**src/rtl/ntf_ram.sv**
```systemverilog
// Generic single-port synchronous RAM with a registered read port.
// No dependencies.
module ntf_ram #(
  parameter int unsigned WIDTH  = 8,
  parameter int unsigned DEPTH  = 256,
  parameter int unsigned ADDR_W = $clog2(DEPTH)
) (
  input  logic              clk_i,
  input  logic              we_i,
  input  logic [ADDR_W-1:0] addr_i,
  input  logic [WIDTH-1:0]  wdata_i,
  output logic [WIDTH-1:0]  rdata_o
);

  logic [WIDTH-1:0] mem_q [DEPTH];
  logic [WIDTH-1:0] rdata_q;

  // Write and read-first registered read at the same address.
  always_ff @(posedge clk_i) begin
    if (we_i) begin
      mem_q[addr_i] <= wdata_i;
    end
    rdata_q <= mem_q[addr_i];
  end

  assign rdata_o = rdata_q;

endmodule

```
**config.mk**
```make
export PLATFORM = sky130hd
export DESIGN_NAME = ntf_ram
export DESIGN_NICKNAME = d
export VERILOG_FILES = /design/src/rtl/ntf_ram.sv
export SDC_FILE = /design/constraint.sdc
export NUM_CORES = 2
export LEC_CHECK = 0
export BUFFER_PORTS_ARGS = -buffer_cell sky130_fd_sc_hd__buf_4
export CORE_ASPECT_RATIO = 2
export CORE_MARGIN = 10
export CORE_UTILIZATION = 50
export DETAILED_ROUTE_END_ITERATION = 10
export GPL_TIMING_DRIVEN = 0
export PLACE_DENSITY = 0.68
export SLEW_MARGIN = 10
export SYNTH_ARGS = -nofsm -noshare
export SYNTH_HDL_FRONTEND = slang
export SYNTH_SLANG_ARGS = --single-unit
```
**constraint.sdc**
```tcl
create_clock -name clk_i -period 3.3 [get_ports clk_i]
set_input_delay 0.165 -clock clk_i [delete_from_list [all_inputs] [get_ports clk_i]]
set_output_delay 0.165 -clock clk_i [all_outputs]
set_load 0.005 [all_outputs]
```
## After elaboration in Yosys (flattened, before gate mapping)

Memory sizes are Yosys's and may differ from the RTL's. A register that Yosys moved wholly into a read port is not among the register bits.
Index checks and enable logic that the tools add are counted.

- Flip-flop bits (word level): 0
- Bits in writable memories: 2048
- Input port bits: 18
- Output and inout bits: 8
- Logic and storage cells: 3
- Memories kept: 1

Memories:

| memory | words | width | rd ports | clocked after memory_dff | wr ports | line | source |
|---|---|---|---|---|---|---|---|
| mem_q | 256 | 8 | 1 | 1 | 1 | 15 | `logic [WIDTH-1:0] mem_q [DEPTH];` |

- Multiplexer cells: 2

Operators with widths:

| kind | count |
|---|---|
| two-way mux 1 bit | 2 |

## Longest topological paths before layout

- Depth after elaboration: 2
- Mapped depth: 10
- Depth with buffers taken out: 5

## Least setup slack after synthesis

Ideal clock, no wire load.

- Path type: input -> register
- Start point: input addr_i[1]
- End point: memory mem_q[111][0] (enable)
- Setup time: 0.370 ns
- Arrival time: 2.014 ns
- Required time: 2.930 ns
- Setup slack: 0.916 ns
- Cell stages on the path: 9
- Path buffers: 5
- Cell sequence: buf_2 -> clkbuf_1 -> clkbuf_1 -> nand2_1 -> buf_2 -> nor2_1 -> nand2_1 -> clkbuf_1 -> nor2_1

RTL lines:

| element | line | source |
|---|---|---|
| from (decl) | 10 | `input logic [ADDR_W-1:0] addr_i,` |
| to (decl) | 15 |  |

Straight into the memory's write port.

## Worst setup path after layout

- Start point: input addr_i[3]
- End point: memory mem_q[37][3] (enable)

Straight into the memory's write port.

==> results.cfg <==
[hold_path]
holdPathStages = 5
worstHoldStart = addr_i[7]
hold_end = rdata_o[4]
hp-class = in -> reg

[worst_setup_path]
r2r_end = rdata_o[2]
worst_r2r_path_depth = 5
cp.arrival_ns = 3.96
end_kind = flip-flop
rrSetupSlack_ns = 0.27
required_ns = 3.74
path_class = in -> reg
critPathMaxFanout = 10
start_kind = primary input
r2r_start = mem_q[199][2]

[timing]
finClkSkew_ns = 0.0308
timing.final.crit_period_ns = 3.52
slew_headroom_pct = 11.5
hold_ws_ns = 0.149
fin_crit_sh_pct = 107
worstMarginPinSlew_ns = 1.33
hold_viol = 0
drv_slew = 0
worst_slack_ns = -0.217
finalSetupViolations = 188
grt_setup_unrepaired = yes
fmax_ghz = 0.284

[detailed_routing]
drt_wl_total_um = 216000
wl_per_cell_um = 36.2
via_per_inst = 6.37
drc_errors = 0
num_vias = 38000
drtIter0Drc = 4329
drt.antenna.violating_nets = 0
drt_first_pass_iters = 7

[placement]
gp_congestion = 0.931
port_buffers = 21
dp_hpwl_um = 149000
post_dp_cell_area_mm2 = 0.0818
placedCellCount = 5657

[yosys]
ys.flop_type = edfxtp_1
yosysWarnings = 0
ys_seq_area_share_pct = 78.6
synth_area_mm2 = 0.0785
yosysTopAreaCell = edfxtp_1
postSynthCellCount = 3547
synth_seq_cells = 2056
synth_edf_count = 2048
syn_avg_cell_area_um2 = 22.1
synth_nets = 3565
async_reset_ff_share_pct = 0
synth.top_cell.area_share_pct = 78.3
synth_cell_types = 22
synth_area_leaders = edfxtp_1 78%, mux4_2 15%, a22oi_1 2.4%

[floorplanning]
rows = 205
coreArea_mm2 = 0.156
die_y_um = 580
chipWidth_um = 300
dieArea_mm2 = 0.174
io_pins = 26
initial_core_util_pct = 50.3

[power_and_ir_drop]
power_frac_comb_pct = 5.2
peakVddDrop_mv = 0.384
p_sw_share_pct = 21.2
leakage_uw = 0.0262
p_int_uw = 40700
total_power_uw = 51600
powerDensity_mw_per_mm2 = 588
p_clk_share_pct = 39.0
seq_power_share_pct = 55.8
power.switching_uw = 11000

[clock_tree]
cts_max_level = 4
clkSinkCount = 2056
cts_root_buf = clkbuf_16
clk_pin_slew_ns = 0.08
cts.path.max_buffers = 4
clock_latency_ns = 0.83
cts_tree = yes
cts_buffers = 172

[cells_and_area]
nets = 3787
area_growth_pct = 11.9
stdcell_area_mm2 = 0.0878
stdcell_count = 5966
final_layout_size_suffix_gt1_share_pct = 26.9

[job]
maxCapViolCount = 0

[grt]
antenna_found_initial = 5
grt.total_usage_pct = 24.7
grt_max_degree = 145
grt_overflow = 0
grt_pass1_wl_um = 301000
grt_pass1_vias = 39700

[status]
violations = setup timing
status = finished with violations
==> routing by layer <==
| layer | global-route usage [%] | up-vias | part of all wire (%) |
|---|---|---|---|
| li1 | - | 15500 | - |
| met1 | 24.4 | 20100 | 29 |
| met2 | 44.0 | 1859 | 53 |
| met3 | 4.05 | 608 | 6.6 |
| met4 | 21.8 | 8 | 11 |
| met5 | 0 | - | 0.028 |
==> critical path, cell delays in order <==
cell	delay [ns]
clkbuf_1	0.21
nor2b_1	0.16
clkbuf_2	0.47
buf_2	0.48
buf_1	0.41
nand2_1	0.55
clkbuf_2	0.64
nor2_1	0.83
==> cells in the mapped netlist, types with 6 or more instances <==
cell      count
buf_4        16
nor3_1       30
nand2_1      28
buf_1        19
nor2b_1       7
a21oi_1     128
clkbuf_1    145
dfxtp_1       8
buf_6        16
edfxtp_1   2048
nand2b_1      6
a22oi_1     256
nand3_1      13
mux4_2      512
nand4_1       8
o41ai_1      32
buf_2        36
nor2_1      232
==> flip-flops by register name (all words and copies together), names as in the netlist <==
register  cells
mem_q      2048
rdata_o       8
==> layout make-up <==
| cell class | instances | area (um2) |
|---|---|---|
| Sequential cell | 2056 | 61700 |
| Timing Repair Buffer | 48 | 711 |
| Clock buffer | 210 | 4540 |
| Inverter | 1 | 3.75 |
| Antenna cell | 1 | 2.50 |
| Buffer | 232 | 1170 |
| Multi-Input combinational cell | 1258 | 16300 |
| Clock inverter | 90 | 871 |
| Tap cell | 2070 | 2590 |
| Fill cell | 11400 | 68100 |
==> worst max-delay path by stage <==
stage          startpoint       endpoint  slack [ns]
6_report        addr_i[3]   mem_q[37][3]       -0.22
5_1_grt         addr_i[3]   mem_q[37][3]       -0.13
4_1_cts         addr_i[1]     rdata_o[2]       -0.06
3_5_place_dp    addr_i[3]  mem_q[224][6]       -1.73
3_3_place_gp    addr_i[3]  mem_q[255][0]       -2.28
2_1_floorplan   addr_i[1]  mem_q[111][0]        0.92
==> power groups by stage <==
stage / logic [uW] / registers, uW / clock network, uW
floorplan: 1280 / 29400 / 0
global route: 2780 / 28800 / 21200
detailed placement: 2640 / 29400 / 0
finish: 2710 / 28800 / 20100
CTS: 2680 / 28800 / 20300
global placement: 2520 / 29400 / 0
==> per-stage QoR <==
step | setup slack [ns] | util (%) | setup TNS [ns]
floorplan | 0.916 | - | 0
global placement | -2.28 | 52.1 | -2680.73
detailed placement | -1.73 | 52.4 | -2053.24
CTS | -0.0554 | 56.2 | -0.0554
global route | -0.128 | 56.3 | -11.60
finish | -0.217 | 56.3 | -21.06
==> what timing repair did <==
action	CTS	global route
buffers inserted	0	0
hold endpoints to repair	603	0
endpoints found under the setup margin	1357	351
resized for setup	150	21
pin swaps	0	0
hold buffers	8	0
==> cell families (layout without fill, tap and decap cells) <==
logic type      count (synthesis)  count (layout)  share of synthesized area [%]
mux                           512             512                           14.7
compound gates                416             416                           3.62
simple gates                  330             330                           1.73
buf+inv                       233             581                           1.40
other cells                     0               1                              0
flops                        2056            2056                           78.6
==> layout by cell type, fill, tap and decap left out, types with 6 or more instances in the layout <==
| master | n |
|---|---|
| o41ai_1 | 27 |
| nor2_4 | 6 |
| buf_6 | 16 |
| nor3_2 | 22 |
| clkbuf_16 | 173 |
| buf_4 | 33 |
| a21oi_1 | 128 |
| nand4_1 | 8 |
| bufinv_16 | 16 |
| buf_8 | 8 |
| clkinv_1 | 33 |
| nand2b_1 | 6 |
| clkbuf_4 | 11 |
| clkbuf_1 | 147 |
| nor2_1 | 108 |
| nand2_1 | 26 |
| a22oi_1 | 254 |
| buf_1 | 17 |
| dlygate4sd3_1 | 8 |
| clkbuf_2 | 16 |
| buf_16 | 11 |
| nor2_2 | 118 |
| clkinv_2 | 27 |
| edfxtp_1 | 2048 |
| nor3_1 | 8 |
| buf_2 | 38 |
| dfxtp_1 | 8 |
| nor2b_1 | 7 |
| nand3_1 | 8 |
| mux4_2 | 512 |
| clkbuf_8 | 7 |
(Power assumes the default switching activity.)
