===== config.mk =====
export PLATFORM = sky130hd
export DESIGN_NAME = ntf_rem
export DESIGN_NICKNAME = d
export VERILOG_FILES = /design/src/rtl/ntf_pkg.sv /design/src/rtl/ntf_rem.sv
export SDC_FILE = /design/constraint.sdc
export NUM_CORES = 1
export LEC_CHECK = 0
export ABC_AREA = 1
export BUFFER_PORTS_ARGS = -buffer_cell sky130_fd_sc_hd__clkbuf_2
export CAP_MARGIN = 20
export CORE_MARGIN = 2
export CORE_UTILIZATION = 55
export DETAILED_ROUTE_END_ITERATION = 8
export PLACE_DENSITY = 0.79
export REMOVE_ABC_BUFFERS = 1
export SKIP_CTS_REPAIR_TIMING = 1
export SKIP_LAST_GASP = 1
export SLEW_MARGIN = 10
export SYNTH_ARGS = -nofsm -noshare
export SYNTH_HDL_FRONTEND = slang
export SYNTH_SLANG_ARGS = --single-unit

===== constraint.sdc =====
create_clock -name clk_i -period 5.2 [get_ports clk_i]
set_input_delay 0.26 -clock clk_i [delete_from_list [all_inputs] [get_ports clk_i]]
set_output_delay 0.26 -clock clk_i [all_outputs]
set_load 0.02 [all_outputs]

===== src/rtl/ntf_pkg.sv =====
// Shared types, widths and codes of the note transposer.
// Used by the remainder unit and by the top level; no dependencies.
package ntf_pkg;

  // Fixed note geometry and default channel count.
  localparam int unsigned KEYS         = 128;
  localparam int unsigned CHANNELS_DEF = 16;

  // Field widths.
  localparam int unsigned MODE_W   = 3;
  localparam int unsigned CH_W     = 4;
  localparam int unsigned KEY_W    = 7;
  localparam int unsigned KIND_W   = 2;
  localparam int unsigned OUTKEY_W = 9;
  localparam int unsigned OFS_W    = 7;

  // Sequence arithmetic widths.
  localparam int unsigned START_W  = 5;
  localparam int unsigned BIAS_W   = 6;
  localparam int unsigned TERM_W   = 7;
  localparam int unsigned SUM_W    = 9;
  localparam int unsigned MOD_W    = 6;

  // Remainder unit: bits of the sum magnitude handled per cycle and cycle count.
  localparam int unsigned REM_STEPS  = 3;
  localparam int unsigned REM_CYCLES = 3;
  localparam int unsigned MAG_W      = REM_STEPS * REM_CYCLES;

  // Saturation bounds of the effective modulus.
  localparam int unsigned MOD_MIN = 1;
  localparam int unsigned MOD_MAX = 48;

  // Reset values of the start registers.
  localparam logic [START_W-1:0] START_CUR_RST  = 5'd0;
  localparam logic [START_W-1:0] START_PREV_RST = 5'd1;
  localparam logic [START_W-1:0] START_MOD_RST  = 5'd12;

  // Bus widths.
  localparam int unsigned APB_AW    = 5;
  localparam int unsigned APB_DW    = 32;
  localparam int unsigned S_TDATA_W = 16;
  localparam int unsigned M_TDATA_W = 16;

  // Event modes carried in the input tuser.
  typedef enum logic [MODE_W-1:0] {
    MODE_NOTE_ON   = 3'd0,
    MODE_NOTE_OFF  = 3'd1,
    MODE_CHOKE     = 3'd2,
    MODE_EXPR      = 3'd3,
    MODE_TRANSPORT = 3'd4
  } mode_e;

  // Register indexes (byte address is four times the index).
  typedef enum logic [2:0] {
    REG_START_CUR  = 3'd0,
    REG_START_PREV = 3'd1,
    REG_START_MOD  = 3'd2,
    REG_BIAS_CUR   = 3'd3,
    REG_BIAS_PREV  = 3'd4,
    REG_BIAS_MOD   = 3'd5
  } reg_e;

  // One result item.
  typedef struct packed {
    logic [KIND_W-1:0]          kind;
    logic signed [OUTKEY_W-1:0] out_key;
    logic signed [OFS_W-1:0]    offset;
  } res_t;

  // Status of the remainder unit.
  typedef struct packed {
    logic                     done;
    logic signed [TERM_W-1:0] rem;
  } rem_stat_t;

endpackage


===== src/rtl/ntf_rem.sv =====
// Multi-cycle truncating remainder of the sequence sum by the effective modulus.
// Depends on ntf_pkg.
module ntf_rem (
  input  logic                             clk_i,
  input  logic                             rst_ni,
  input  logic                             start_i,
  input  logic signed [ntf_pkg::SUM_W-1:0] sum_i,
  input  logic [ntf_pkg::MOD_W-1:0]        modulus_i,
  output ntf_pkg::rem_stat_t               stat_o
);
  import ntf_pkg::*;

  localparam int unsigned CNT_W = $clog2(REM_CYCLES);

  logic             busy_q;
  logic [CNT_W-1:0] cnt_q;
  logic [MAG_W-1:0] dvd_q;
  logic [MOD_W-1:0] rem_q;
  logic [MOD_W-1:0] rem_d;
  logic [MOD_W-1:0] mod_q;
  logic             neg_q;
  logic [MAG_W-1:0] mag;
  logic             last;
  logic [TERM_W-1:0] rem_mag;

  // Magnitude of the sum; the sign is applied to the remainder at the end.
  assign mag = sum_i[SUM_W-1] ? MAG_W'(-sum_i) : MAG_W'(sum_i);

  // Restoring steps over the next dividend bits, most significant first.
  always_comb begin
    logic [MOD_W:0] t;
    rem_d = rem_q;
    for (int j = 0; j < int'(REM_STEPS); j++) begin
      t = {rem_d, dvd_q[MAG_W-1-j]};
      if (t >= {1'b0, mod_q}) begin
        t = t - {1'b0, mod_q};
      end
      rem_d = t[MOD_W-1:0];
    end
  end

  assign last = busy_q && (cnt_q == CNT_W'(REM_CYCLES - 1));

  // Control: busy for a fixed number of cycles after a start.
  always_ff @(posedge clk_i or negedge rst_ni) begin
    if (!rst_ni) begin
      busy_q <= 1'b0;
      cnt_q  <= '0;
    end else if (start_i) begin
      busy_q <= 1'b1;
      cnt_q  <= '0;
    end else if (busy_q) begin
      cnt_q <= cnt_q + CNT_W'(1);
      if (last) begin
        busy_q <= 1'b0;
      end
    end
  end

  // Datapath: shift the dividend and carry the partial remainder.
  always_ff @(posedge clk_i) begin
    if (start_i) begin
      dvd_q <= mag;
      rem_q <= '0;
      neg_q <= sum_i[SUM_W-1];
      mod_q <= modulus_i;
    end else if (busy_q) begin
      dvd_q <= dvd_q << REM_STEPS;
      rem_q <= rem_d;
    end
  end

  // The remainder takes the sign of the sum.
  assign rem_mag     = {1'b0, rem_d};
  assign stat_o.done = last;
  assign stat_o.rem  = neg_q ? $signed(-rem_mag) : $signed(rem_mag);

endmodule


# After elaboration in Yosys (flattened, before gate mapping)
# Index checks and enable logic that the tools add are counted.
# classes
n_lt_le_gt_ge	3
reduce_logical	2
eq_ne	1
n_addsub	6
n_mux	12
# op_table
operator	n
two-way mux 9 bit	3
greater-or-equal comparator 7 x 6 -> 1 bit	3
two-way mux 6 bit	3
subtractor 6 bit	3
negation 9 bit	1
two-way mux 7 bit	1
negation 6 -> 7 bit	1
two-way mux 2 bit	2
two-way mux 1 bit	3
adder 2 x 1 -> 2 bit (second input constant)	1
== test 2 bit (second input constant)	1
nonzero test 2 bit	1
logical AND 1 bit	1
# totals
wordCells	30
regBits	25
output_inout_bits	8

# Logic depth before layout (Yosys ltp)
# Gate-level depths: netlist (run 1).
# logic_depth
depth_word	8
ltp_mapped	39

# Least setup slack after synthesis (run 1)
# OpenSTA, ideal clock, no wires.
# synth_timing
path_type	register to output
from	register mod_q[1]
to	output stat_o[2] (netlist name)
path_stages_with_launch	35
required_time_ps	4940
n_path_buf	0
arrival_time_ps	4337
slack_ps	603
cell_sequence	edfxtp_1 > inv_1 > ha_1 > nand3_1 > nand3_2 > nand2_2 > nand2_4 > nand2_1 > o21a_1 > inv_1 > ha_1 > nand2_1 > nor2_1 > nand2_1 > o211ai_1 > nand2_2 > nand3_4 > inv_2 > nand2_1 > o21ai_2 > ha_1 > nand2_1 > inv_1 > nand2_1 > nand3_1 > nand2_1 > nand3_1 > inv_1 > nand2_2 > nor2_4 > nand2_1 > nand2_2 > nand2_2 > nand2_4 > xor2_1
# synth_rtl
element	line_no	text
start, declared	ntf_rem.sv:20	logic [MOD_W-1:0] mod_q;
start signal, assigned	ntf_rem.sv:66	mod_q <= modulus_i;
end, declared	ntf_rem.sv:9	output ntf_pkg::rem_stat_t stat_o

==> results of run 1 <==
-- Yosys cell counts (2+ instances only) --
cell | count | area, um^2
nand4_1 | 4 | 25.0
nand3_1 | 19 | 95.1
nor2_4 | 2 | 22.5
nor2_2 | 2 | 12.5
edfxtp_1 | 16 | 480
dfrtp_1 | 3 | 75.1
nand3_2 | 2 | 20.0
nor2_1 | 11 | 41.3
nand2_4 | 3 | 33.8
a21oi_1 | 11 | 55.1
nand3_4 | 2 | 35.0
o21ai_1 | 2 | 10.0
nand2_2 | 15 | 93.8
nand2_1 | 72 | 270
o22ai_1 | 3 | 18.8
dfxtp_1 | 6 | 120
o21ai_0 | 18 | 90.1
inv_2 | 2 | 7.51
inv_1 | 49 | 184
a31oi_1 | 3 | 18.8
xnor2_1 | 8 | 70.1
buf_4 | 3 | 22.5
xor2_1 | 7 | 61.3
fa_1 | 3 | 60.1
ha_1 | 20 | 250
o21ai_2 | 5 | 43.8
-- logic make-up after synthesis --
group | Yosys count | synth area share
and+or+nand+nor | 139 | 0.305
buffers and inverters | 57 | 0.0971
AOI/OAI and AO/OA | 47 | 0.122
adders and majority gates | 23 | 0.132
xor gates and xnor gates | 15 | 0.0560
DFF | 25 | 0.288
-- layer usage --
metal  vias up  part of all wire  GRT usage
li1       1109                 -          -
met1      1050              0.41      0.261
met2        83              0.52      0.416
met3        19             0.049     0.0189
met4         0             0.021     0.0523
met5         -                 0          0
-- per-stage QoR --
step / area, um^2 / TNS, ps / utilization / worst slack (ps) / instances
final: 3010 / 0 / 0.741 / 114 / 405
after global routing: 3010 / -887 / 0.741 / -227 / 405
after CTS: 2550 / -895 / 0.629 / -203 / 381
after detailed placement: 2510 / 0 / 0.618 / 134 / 377
after global placement: 2510 / 0 / 0.618 / 247 / 377
after floorplan: 2320 / 0 / - / 589 / 302
-- worst max-delay path, delay by kind of cell, from the launching register on --
| family | cells | cell delay, ps |
|---|---|---|
| AND/OR/NAND/NOR | 24 | 2250 |
| adder cells (fa/ha/maj) | 3 | 760 |
| buffers and inverters | 7 | 640 |
| AO/OA/AOI/OAI | 3 | 500 |
| flip-flops | 1 | 380 |
-- sequential cells by signal, summed over array words and instances (netlist names) --
| signal | count |
|---|---|
| rem_q | 6 |
| mod_q | 6 |
| dvd_q | 9 |
| cnt_q | 2 |
| neg_q | 1 |
| busy_q | 1 |
-- final cells by class --
type | count | area, um^2 | area share
clock buffer | 3 | 41.3 | 0.0137
clock inverter | 1 | 6.26 | 0.00208
inverter | 53 | 206 | 0.0687
multi-input combinational | 226 | 1710 | 0.569
sequential | 25 | 677 | 0.225
tap | 50 | 62.6 | 0.0208
timing repair buffer | 47 | 302 | 0.100
-- worst max path at each step --
stage                     startpoint  depth (start not counted)         to  slack, ps
final                       mod_q[2]                         37  stat_o[5]        110
after global routing        mod_q[2]                         38  stat_o[5]       -230
after CTS                   mod_q[1]                         38  stat_o[4]       -200
after detailed placement    mod_q[1]                         38  stat_o[4]        130
after global placement      mod_q[1]                         35  stat_o[2]        250
after floorplan             mod_q[1]                         35  stat_o[5]        590
==> reports/metrics.yaml, run 1 <==
timing:
  maxSlewViolCount: 0
  period_share: 0.978
  hold_slack_ps: 153
  clock.fmax_mhz: 197
  setup_viol_count_final: 0
  worst_pin_slew_ps: 521
  fin_worst_skew_ps: 3.77
  hold_viol: 0
  relSlewSlack: 0.652
  period_minus_slack_ps: 5090
critical_path:
  cp.required_ps: 4940
  cp_data_arrival_time_ps: 4830
  crit_path_start_kind: "register"
  r2r_start: "mod_q[2]"
  rr_worst_depth: 34
  critPathMaxFanout: 6
  worst_path_max_delay_cell: "edfxtp_1"
  crit_type: "register to output pin"
  worst_setup_path_end_kind: "output pin"
  r2r_end: "rem_q[3]"
  rrSetupSlack_ps: 900
  slowest_delay_ps: 380
  crit_top_cell: "nand2_1"
logic_synthesis:
  synth_edf_count: 16
  yosysSeqAreaShare: 0.288
  yosysWarnings: 0
  syn_inst: 306
  ys_seq_elements: 25
  syn_area_um2: 2340
  syn_area_per_cell_um2: 7.66
  ys_types: 41
  synthFlopType: "edfxtp_1"
  postSynth.asyncResetShare: 0.120
hold_path:
  min_to: "mod_q[2]"
  hold_path.class: "primary input to register"
  min_from: "modulus_i[2]"
  min_delay_path_depth: 1
clock_tree:
  root_buffer: "clkbuf_8"
  cts-buffers-inserted: 3
  clock_sinks: 25
  clk_pin_slew_ps: 90
  worstSkewPairLatency_ps: 280
  htree_levels: 1
  cts_tree: "done"
  clockBufferDepth: 2
cells_and_area:
  area_delta_synth_final_pct: 28.2
  nFillCells: 279
  final_common_cell: "nand2_1"
  layout-drive-gt1-share: 0.375
  diodes: 0
  final_cell_mix: "nand2_1 (64), inv_1 (40), nand2_2 (22), clkbuf_2 (22), buf_4 (22)"
  nets: 397
drt:
  route.detailed.drc: 0
  firstDrtPassIters: 6
  via_count: 2261
  wl_um: 6330
  drt-initial-drc-count: 122
  via_per_inst: 5.58
  wire_per_inst_um: 15.6
  ant_nets: 0
die:
  dieArea_um2: 4800
  num_rows: 23
  start_util: 0.578
  pin_count: 26
  die_h_um: 69.3
  coreArea_um2: 4060
  dieWidth_um: 69.3
run_status:
  status: "completed"
grt:
  grt_usage: 0.218
  first_global_vias: 1991
  antenna_found_initial: 0
  grt_overflow_total: 0
  grt_max_degree: 20
  grt_first_pass_wirelength_um: 8580
placement:
  port-buffer-count: 25
  gp_congestion: 0.940
  dp_hpwl_um: 4090
run:
  max-cap-violations: 0
Power of run 1 is not shown: default switching activity piles up to over one toggle a cycle in this logic, so the estimate is an artifact.
==> inputs of run 2 (changes only) <==
Settings changed: CORE_UTILIZATION 55 to 54, CTS_CLUSTER_SIZE set to 30, PLACE_DENSITY 0.79 to 0.8.
Clock period 5.2 ns to 4.08 ns, I/O delays scaled along.
==> reports/metrics.yaml, run 2 (synthesis results as in run 1) <==
clock_tree:
  cts-buffers-inserted: 3
  clk_pin_slew_ps: 100
  root_buffer: "clkbuf_8"
  clockBufferDepth: 2
  cts_tree: "done"
  htree_levels: 1
  clock_sinks: 25
  worstSkewPairLatency_ps: 280
drt:
  wl_um: 10600
  via_count: 3020
  ant_nets: 0
  drt-initial-drc-count: 466
  firstDrtPassIters: 5
  via_per_inst: 6.47
  wire_per_inst_um: 22.7
  route.detailed.drc: 0
critical_path:
  r2r_start: "mod_q[2]"
  cp.required_ps: 3880
  worst_path_max_delay_cell: "edfxtp_1"
  worst_setup_path_end_kind: "output pin"
  crit_type: "register to output pin"
  cp_data_arrival_time_ps: 5170
  crit_top_cell: "nand2_2"
  slowest_delay_ps: 400
  rr_worst_depth: 35
  r2r_end: "rem_q[4]"
  critPathMaxFanout: 8
  crit_path_start_kind: "register"
  rrSetupSlack_ps: -630
grt:
  grt_max_degree: 20
  first_global_vias: 2347
  grt_first_pass_wirelength_um: 10500
  grt_usage: 0.265
  antenna_found_initial: 0
  grt_overflow_total: 0
cells_and_area:
  final_cell_mix: "buf_4 (84), nand2_1 (48), inv_1 (37), nand2_2 (30), clkbuf_2 (19)"
  nets: 459
  layout-drive-gt1-share: 0.530
  largest_reg_flops: 9
  top_regs: "dvd_q: 9 flops, mod_q: 6 flops, rem_q: 6 flops"
  regArea_um2: 676
  multi_input_area_um2: 1900
  nFillCells: 142
  regMostFlops: "dvd_q"
  area_delta_synth_final_pct: 57.3
  diodes: 0
  finalNonFillerCells: 467
  final_common_cell: "buf_4"
die:
  pin_count: 26
  dieWidth_um: 69.9
  die_h_um: 69.9
  num_rows: 23
  dieArea_um2: 4890
  start_util: 0.574
  coreArea_um2: 4090
hold_path:
  min_from: "modulus_i[5]"
  min_delay_path_depth: 1
  hold_path.class: "primary input to register"
  min_to: "mod_q[5]"
timing:
  clock.fmax_mhz: 186
  fin_worst_skew_ps: 5.23
  period_minus_slack_ps: 5380
  maxSlewViolCount: 0
  period_share: 1.32
  hold_viol: 0
  grt_setup_unrepaired: "true"
  finalWorstSetupSlack_ps: -1300
  relSlewSlack: 0.627
  worst_pin_slew_ps: 559
  setup_viol_count_final: 13
run_status:
  violations: "negative setup slack"
  status: "finished, violations left"
placement:
  gp_congestion: 0.919
  port-buffer-count: 25
  dp_hpwl_um: 5040
  placed_cells: 442
run:
  max-cap-violations: 0
==> run 2: layout make-up <==
class                           instances  area share
Clock inverter                          1     0.00170
Clock buffer                            3      0.0112
Sequential cell                        25       0.183
Tap cell                               50      0.0170
Timing Repair Buffer                  109       0.215
Multi-Input combinational cell        226       0.514
Inverter                               53      0.0580
==> run 2: critical path: cells and delay by family (launching register included) <==
kind                       cells  cell delay, ps
buffers and inverters          6             520
adders and majority gates      3             810
DFF                            1             400
and+or+nand+nor               23            2570
AOI/OAI and AO/OA              4             570
==> run 2: worst max-delay path by stage <==
stage	depth (start not counted)	slack [ps]	start	to
6_report	36	-1300	mod_q[2]	stat_o[5]
5_1_grt	36	-1410	mod_q[2]	stat_o[5]
4_1_cts	38	-960	mod_q[2]	stat_o[4]
3_5_place_dp	38	-630	mod_q[2]	stat_o[4]
3_3_place_gp	40	-340	mod_q[2]	stat_o[3]
2_1_floorplan	35	-480	mod_q[1]	stat_o[5]
==> run 2: through the flow <==
step | setup slack (ps) | util | setup TNS (ps) | hold slack (ps) | area [um^2]
after floorplan | -475 | - | -2560 | -91.6 | 2320
after CTS | -964 | 0.744 | -8120 | -297 | 3040
after detailed placement | -625 | 0.733 | -5390 | 3.19 | 2990
after global routing | -1410 | 0.903 | -13000 | 93.8 | 3690
after global placement | -344 | 0.733 | -1970 | 2.49 | 2990
final | -1300 | 0.903 | -10920 | 93.1 | 3690
==> run 2: routing by layer <==
metal	vias up	track usage	routed length [um]
met5	-	0	0
met4	0	0.105	828
met3	92	0.0245	1290
met2	313	0.479	4890
met1	1386	0.323	3590
li1	1229	-	-
Power of run 2 is left out for the same reason.
